## src/design/rcf_pkg.sv

```systemverilog
package rcf_pkg;

  localparam int MAX_WIDTH  = 1024;
  localparam int MAX_HEIGHT = 1024;
  localparam int COL_W      = $clog2(MAX_WIDTH);
  localparam int LINE_W     = $clog2(MAX_HEIGHT);
  localparam int SIZE_W     = 11;
  localparam int CNT_W      = SIZE_W + 1;
  localparam int KROW_W     = 15;
  localparam int COEF_W     = 5;
  localparam int DIV_W      = 8;
  localparam int CFG_DATA_W = 15;
  localparam int CFG_IDX_W  = 3;
  localparam int NUM_LANES  = 3;
  localparam int TAPS       = 9;
  localparam int PIX_W      = 24;

  localparam logic [KROW_W-1:0] KTOP_RST = 15'd1089;
  localparam logic [KROW_W-1:0] KMID_RST = 15'd2178;
  localparam logic [KROW_W-1:0] KBOT_RST = 15'd1089;
  localparam logic [DIV_W-1:0]  DIV_RST  = 8'd16;
  localparam logic [SIZE_W-1:0] FW_RST   = 11'd640;
  localparam logic [SIZE_W-1:0] FH_RST   = 11'd480;
  localparam logic [SIZE_W-1:0] SIZE_MIN = 11'd3;

  typedef enum logic [CFG_IDX_W-1:0] {
    REG_KTOP   = 3'd0,
    REG_KMID   = 3'd1,
    REG_KBOT   = 3'd2,
    REG_DIV    = 3'd3,
    REG_WIDTH  = 3'd4,
    REG_HEIGHT = 3'd5
  } cfg_reg_t;

  localparam logic KIND_PIXEL = 1'b0;
  localparam logic KIND_FLUSH = 1'b1;

  typedef struct packed {
    logic       kind;
    logic [7:0] in_chan0;
    logic [7:0] in_chan1;
    logic [7:0] in_chan2;
  } in_word_t;

  typedef struct packed {
    logic [7:0] out_chan0;
    logic [7:0] out_chan1;
    logic [7:0] out_chan2;
    logic       frame_last;
  } out_word_t;

  typedef struct packed {
    logic             en;
    logic [COL_W-1:0] addr;
    logic [PIX_W-1:0] upper;
    logic [PIX_W-1:0] lower;
  } ls_wr_t;

endpackage

```

## src/design/rcf_lane.sv

```systemverilog
module rcf_lane (
  input  logic                                         clk,
  input  logic                                         rst_n,
  input  logic                                         start,
  input  logic [rcf_pkg::TAPS-1:0][7:0]                pix,
  input  logic [rcf_pkg::TAPS-1:0][rcf_pkg::COEF_W-1:0] coef,
  input  logic [rcf_pkg::DIV_W-1:0]                    divisor,
  output logic                                         done,
  output logic [7:0]                                   result
);

  typedef enum logic [1:0] {L_IDLE, L_SUM, L_SAT, L_DIV} lane_state_t;

  lane_state_t        state_r;
  logic signed [13:0] prod_r [rcf_pkg::TAPS];
  logic signed [17:0] sum_w;
  logic [15:0]        rem_r;
  logic [7:0]         q_r;
  logic [2:0]         bit_r;
  logic               done_r;
  logic [rcf_pkg::DIV_W-1:0] dv;
  logic [15:0]        trial;

  assign dv    = (divisor == '0) ? rcf_pkg::DIV_W'(1) : divisor;
  assign trial = 16'(dv) << bit_r;

  // adder tree over the registered products
  always_comb begin
    sum_w = '0;
    for (int i = 0; i < rcf_pkg::TAPS; i++) begin
      sum_w = sum_w + 18'(prod_r[i]);
    end
  end

  always_ff @(posedge clk) begin
    if (!rst_n) begin
      state_r <= L_IDLE;
      done_r  <= 1'b0;
    end else begin
      done_r <= (state_r == L_DIV) && (bit_r == 3'd0);
      case (state_r)
        L_IDLE: begin
          if (start) begin
            for (int i = 0; i < rcf_pkg::TAPS; i++) begin
              prod_r[i] <= $signed(coef[i]) * $signed({1'b0, pix[i]});
            end
            state_r <= L_SUM;
          end
        end
        L_SUM: begin
          rem_r   <= sum_w[17] ? 16'd0 : sum_w[15:0];
          state_r <= L_SAT;
        end
        L_SAT: begin
          bit_r   <= 3'd7;
          state_r <= L_DIV;
          // saturated: all ones, nothing left to subtract
          if (rem_r >= {dv, 8'h00}) begin
            q_r   <= 8'hFF;
            rem_r <= 16'd0;
          end else begin
            q_r <= '0;
          end
        end
        L_DIV: begin
          if (rem_r >= trial) begin
            rem_r        <= rem_r - trial;
            q_r[bit_r]   <= 1'b1;
          end
          if (bit_r == 3'd0) begin
            state_r <= L_IDLE;
          end else begin
            bit_r <= bit_r - 3'd1;
          end
        end
        default: state_r <= L_IDLE;
      endcase
    end
  end

  assign done   = done_r;
  assign result = q_r;

endmodule

```

## config.mk

```make
export PLATFORM = sky130hd
export DESIGN_NAME = rcf_lane
export DESIGN_NICKNAME = d
export VERILOG_FILES = /design/src/design/rcf_pkg.sv /design/src/design/rcf_lane.sv
export SDC_FILE = /design/constraint.sdc
export NUM_CORES = 1
export LEC_CHECK = 0
export ABC_AREA = 1
export BUFFER_PORTS_ARGS = -buffer_cell sky130_fd_sc_hd__buf_2
export CAP_MARGIN = 20
export CORE_AREA = 8 8 232 234
export DETAILED_ROUTE_END_ITERATION = 10
export DIE_AREA = 0 0 240 242
export PLACE_DENSITY = 0.71
export REMOVE_ABC_BUFFERS = 1
export SLEW_MARGIN = 20
export SYNTH_ARGS = -nofsm -noshare
export SYNTH_HDL_FRONTEND = slang
export SYNTH_SLANG_ARGS = --single-unit
```

## constraint.sdc

```tcl
create_clock -name clk -period 8.87 [get_ports clk]
set_input_delay 0.4435 -clock clk [delete_from_list [all_inputs] [get_ports clk]]
set_output_delay 0.4435 -clock clk [all_outputs]
set_load 0.02 [all_outputs]
```

==> flow_metrics.env, run 1 <==
export IMPL_routed_via_density=4.80
export IMPL_cts_resized_gates=0
export IMPL_ctsRootBufferMaster="clkbuf_16"
export IMPL_synth_edf_count=153
export IMPL_synth_distinct_cells=41
export IMPL_io_buffers=136
export IMPL_grt_use_met2_pct=30.9
export IMPL_via_count=16700
export IMPL_dr_pass1_iters=7
export IMPL_synth_xor_area_share_pct=3.34
export IMPL_antenna_left=0
export IMPL_drc_errors=0
export IMPL_synth_compound_area_share_pct=5.19
export IMPL_cts_tree="yes"
export IMPL_die_area_um2=58100
export IMPL_path_max_fanout=10
export IMPL_antenna_found_initial=2
export IMPL_postCtsHoldBufs=0
export IMPL_fin_worst_skew_ns=0.0110
export IMPL_fin_crit_ns=4.37
export IMPL_avgSynthCellArea_um2=8.37
export IMPL_met1_usage_pct=21.3
export IMPL_overflow=0
export IMPL_ys_seq_area_share_pct=20.9
export IMPL_drv_slew=0
export IMPL_grt_pass1_vias=17100
export IMPL_rrSetupSlack_ns=4.50
export IMPL_synth_area_um2=22300
export IMPL_synth_top_family_by_area="adder cells"
export IMPL_busiest_layer="met2"
export IMPL_drv_cap=0
export IMPL_routed_wl_mm=47.8
export IMPL_synth_cells=2664
export IMPL_crit_arrival_ns=4.54
export IMPL_final_cell_mix="inv_1 (700), nand2_1 (598), ha_1 (299)"
export IMPL_num_io_pins=137
export IMPL_finalSetupViolCount=0
export IMPL_gp_congestion=0.945
export IMPL_reg2reg_from="prod_r[0][97]$_DFFE_PP_"
export IMPL_critPathKind="reg -> reg"
export IMPL_maxSlewHeadroom_pct=42.7
export IMPL_r2r_end="rem_r[8]$_DFFE_PP_"
export IMPL_ys_warn_count=0
export IMPL_fp_dieH_um=242
export IMPL_hpwl_mm=41.4
export IMPL_cts_max_path_buffers=2
export IMPL_n_fill_cell=4874
export IMPL_nNetsFinal=3477
export IMPL_ctsHtreeMaxLevel=4
export IMPL_startpoint="prod_r[0][97]$_DFFE_PP_"
export IMPL_period_share_pct=49.3
export IMPL_core_um2=50500
export IMPL_synthAdderAreaFrac_pct=41.3
export IMPL_cts_buffers=17
export IMPL_worst_pin_slew_ns=0.860
export IMPL_grt_max_degree=71
export IMPL_status="complete, no violations"
export IMPL_yosysTopAreaCell="fa_1"
export IMPL_wl_per_cell_um=13.8
export IMPL_synth_top_area_share_pct=24.5
export IMPL_synth_simple_gate_area_share_pct=16.7
export IMPL_cp_start_kind="flip-flop"
export IMPL_grt_use_met3_pct=1.81
export IMPL_hp_class="in -> reg"
export IMPL_start_util_pct=44.2
export IMPL_r2r_cells=19
export IMPL_synthMuxAreaShare_pct=0
export IMPL_grt_usage_pct=17.0
export IMPL_die_width_um=240
export IMPL_synthToLayoutAreaGrowth_pct=8.82
export IMPL_rsz0062_at_grt="false"
export IMPL_crit_end="rem_r[8]$_DFFE_PP_"
export IMPL_fmax_mhz=229
export IMPL_tns_ns=0
export IMPL_cts_sinks=156
export IMPL_async_flop_share_pct=0
export IMPL_ys_seq_elements=156
export IMPL_crit_path_end_kind="flip-flop"
export IMPL_drive_gt1_share_pct=8.46
export IMPL_ys_top_cells_by_area="fa_1 (25%), edfxtp_1 (21%), ha_1 (17%)"
export IMPL_final_common_cell="inv_1"
export IMPL_worst_skew_pair_late_latency_ns=0.43
export IMPL_rows=83
export IMPL_cp_required_ns=9.04
export IMPL_post_cts_buffers=0
export IMPL_grt_first_pass_wirelength_mm=81.5
export IMPL_hold_viol=0
export IMPL_drt_iter0_markers=870
export IMPL_cts_clk_slew_worst_paths_ns=0.06
export IMPL_ys_flop_type="edfxtp_1"
## sequential cells by signal (all words and copies together) (netlist names)
register  count
state_r       2
rem_r        16
bit_r         3
prod_r      126
done          1
result        8
## worst min-delay path by stage
stage / from / slack [ns] / endpoint / cells after the start
final: rst_n / 0.33 / state_r[1]$_SDFFE_PN0P_ / 3
after global routing: rst_n / 0.35 / state_r[1]$_SDFFE_PN0P_ / 3
after CTS: rst_n / 0.29 / state_r[1]$_SDFFE_PN0P_ / 3
after detailed placement: state_r[1]$_SDFFE_PN0P_ / 0.53 / state_r[1]$_SDFFE_PN0P_ / 2
after global placement: state_r[1]$_SDFFE_PN0P_ / 0.52 / state_r[1]$_SDFFE_PN0P_ / 2
after floorplan: state_r[1]$_SDFFE_PN0P_ / 0.49 / state_r[1]$_SDFFE_PN0P_ / 2
## per-stage QoR
step | utilization (%) | worst slack, ns | area, um^2 | hold WS (ns) | instances
4_1_cts | 48.1 | 4.49 | 24300 | 0.290 | 3470
6_report | 48.1 | 4.50 | 24300 | 0.328 | 3471
5_1_grt | 48.1 | 4.27 | 24300 | 0.350 | 3471
2_1_floorplan | - | 2.36 | 22100 | 0.490 | 2619
3_3_place_gp | 46.9 | 4.55 | 23700 | 0.520 | 3438
3_5_place_dp | 46.9 | 4.47 | 23700 | 0.531 | 3438
## Yosys cell counts, types with 42 or more instances
| master | n |
|---|---|
| nor2_1 | 106 |
| nand2_1 | 598 |
| inv_1 | 700 |
| nand3_1 | 86 |
| xor2_1 | 62 |
| or2_2 | 53 |
| edfxtp_1 | 153 |
| a21oi_1 | 93 |
| fa_1 | 273 |
| ha_1 | 299 |
| clkbuf_1 | 42 |
| o21ai_0 | 71 |
## cell type report
class	count	area [um^2]	share of cell area [%]
inverters	704	2650	10.9
repair buffers	139	703	2.90
multi-input cells	1759	14800	61.1
flip-flops and latches	156	4650	19.2
clock buffers	17	425	1.75
clock inverters	15	150	0.619
well taps	680	851	3.51
diodes	1	2.50	0.0103
## logic make-up after synthesis
family                     Yosys count
xor gates and xnor gates            85
and+or+nand+nor                    893
buffers and inverters              749
AOI/OAI and AO/OA                  209
adders and majority gates          572
DFF                                156
## per-layer routing
layer / vias up / routed length, um
li1: 8349 / -
met1: 7953 / 20900
met2: 309 / 24500
met3: 51 / 1460
met4: 0 / 936
met5: - / 0
## worst max-delay path, stage by stage (launching register included)
cell      delay (ns)
edfxtp_1        0.41
fa_1            0.59
inv_1           0.07
fa_1            0.58
inv_1           0.08
fa_1            0.53
inv_1           0.08
fa_1            0.57
inv_1           0.05
ha_1            0.30
nand2_1         0.10
inv_1           0.05
nand2_1         0.05
nand2_1         0.04
a21oi_1         0.19
nand3b_2        0.12
nand2_4         0.12
inv_4           0.07
nand2_1         0.05
nand2_1         0.05
Power of run 1 is not shown: default switching activity piles up to over one toggle a cycle in this logic, so the estimate is an artifact.
==> run 2: changes to the inputs <==
Clock period 8.87 ns to 4.4 ns, I/O delays scaled along.
==> run 2 against run 1 <==
Against the previous run:
- critical path depth is the same
- final cell count grew 0.20%
- count of clock-buffer cells in the layout grew 1
- die area is the same
- core utilization grew 0.20 points
- register-to-register slack lost 4.4 ns
- sequential share of layout area shrank 0.080 points
- largest cell class unchanged
- non-clock buffer count grew 7
- critical path type unchanged
- final area grew 0.42%
- hold slack lost 0.25 ns
==> flow_metrics.env, run 2 (synthesis gave the netlist of run 1 again) <==
export IMPL_status="complete, no violations"
export IMPL_placed_cell_area_um2=23700
export IMPL_io_buffers=136
export IMPL_fin_cells=3478
export IMPL_grt_first_pass_wirelength_mm=80.7
export IMPL_highest_layer="met5"
export IMPL_period_share_pct=96.9
export IMPL_hpwl_mm=41.4
export IMPL_worst_pin_slew_ns=0.852
export IMPL_dr_pass1_iters=6
export IMPL_routed_wl_mm=48.0
export IMPL_r2r_cells=19
export IMPL_crit_arrival_ns=4.44
export IMPL_drv_cap=0
export IMPL_fmax_mhz=234
export IMPL_rows=83
export IMPL_hold_start="rst_n"
export IMPL_hold_viol=0
export IMPL_antenna_found_initial=2
export IMPL_wl_met1_mm=20.8
export IMPL_final_common_cell="inv_1"
export IMPL_routed_wl_met2_mm=24.4
export IMPL_cts_clk_slew_worst_paths_ns=0.07
export IMPL_routed_via_density=4.76
export IMPL_ctsHtreeMaxLevel=4
export IMPL_wl_per_cell_um=13.8
export IMPL_routed_wl_met3_mm=1.75
export IMPL_core_um2=50500
export IMPL_holdPathStages=3
export IMPL_final_cell_mix="inv_1 (696), nand2_1 (597), ha_1 (296)"
export IMPL_stdcell_area_um2=24400
export IMPL_drc_errors=0
export IMPL_reg2reg_from="prod_r[0][41]$_DFFE_PP_"
export IMPL_critPathKind="reg -> reg"
export IMPL_via_count=16600
export IMPL_dp_cells=3438
export IMPL_synthToLayoutAreaGrowth_pct=9.27
export IMPL_fin_worst_skew_ns=0.0214
export IMPL_startpoint="prod_r[0][41]$_DFFE_PP_"
export IMPL_grt_max_degree=67
export IMPL_antenna_left=0
export IMPL_maxSlewHeadroom_pct=43.2
export IMPL_overflow=0
export IMPL_ctsRootBufferMaster="clkbuf_16"
export IMPL_fp_dieH_um=242
export IMPL_fin_crit_ns=4.27
export IMPL_num_io_pins=137
export IMPL_largest_reg_flops=126
export IMPL_hp_class="in -> reg"
export IMPL_drive_gt1_share_pct=9.15
export IMPL_nNetsFinal=3484
export IMPL_top_register="prod_r"
export IMPL_cts_tree="yes"
export IMPL_tns_ns=0
export IMPL_start_util_pct=44.2
export IMPL_gp_congestion=0.945
export IMPL_cts_max_path_buffers=2
export IMPL_worst_skew_pair_late_latency_ns=0.45
export IMPL_die_area_um2=58100
export IMPL_final_util_pct=48.3
export IMPL_cts_buffers=17
export IMPL_cp_start_kind="flip-flop"
export IMPL_die_width_um=240
export IMPL_drt_iter0_markers=863
export IMPL_crit_path_end_kind="flip-flop"
export IMPL_grt_pass1_vias=16900
export IMPL_grt_usage_pct=16.9
export IMPL_cts_sinks=156
export IMPL_cp_required_ns=4.58
export IMPL_drv_slew=0
export IMPL_finalSetupViolCount=0
export IMPL_path_max_fanout=10
==> run 2: layout make-up <==
cell class                 count  area, um^2
clock buffer                  18         429
tap                          680         851
clock inverter                14         131
antenna                        1        2.50
timing repair buffer         146         768
multi-input combinational   1759       14900
sequential                   156        4650
inverter                     704        2650
fill                        4852       26100
==> run 2: through the flow <==
step / setup slack [ns] / hold WS [ns]
5_1_grt: -0.0593 / 0.120
3_3_place_gp: 0.0789 / 0.519
6_report: 0.135 / 0.0817
4_1_cts: 0.00235 / 0.0677
2_1_floorplan: -2.11 / 0.358
3_5_place_dp: 0.0131 / 0.522
==> run 2: what timing repair did <==
| action | 4_1_cts | 5_1_grt |
|---|---|---|
| buffers inserted | 0 | 7 |
| gates resized for setup | 0 | 15 |
| setup endpoints to repair | 0 | 16 |
| hold buffers | 0 | 0 |
==> run 2: path summary, 6_finish.rpt <==
kind	end	slack, ns
max	rem_r[6]$_DFFE_PP_	0.13
min	state_r[1]$_SDFFE_PN0P_	0.08
max reg2reg	rem_r[6]$_DFFE_PP_	0.13
min reg2reg	state_r[1]$_SDFFE_PN0P_	0.56
==> run 2: layer usage <==
metal | vias to the layer above | track usage [%]
met5 | - | 0
met4 | 2 | 4.23
met3 | 49 | 1.97
met2 | 303 | 30.6
met1 | 7837 | 21.2
li1 | 8363 | -
==> run 2: critical path, stage by stage (launching register included) <==
cell	delay [ns]
edfxtp_1	0.40
fa_1	0.57
inv_2	0.05
fa_1	0.53
inv_1	0.07
fa_1	0.55
inv_2	0.06
fa_1	0.52
inv_1	0.05
ha_1	0.31
nand2_1	0.09
nor2_2	0.15
and2_4	0.15
nand2_2	0.06
nand2_1	0.07
nand2_2	0.06
nand2_4	0.13
inv_4	0.07
nand2_1	0.07
nand2_1	0.05
Power of run 2 is left out for the same reason.
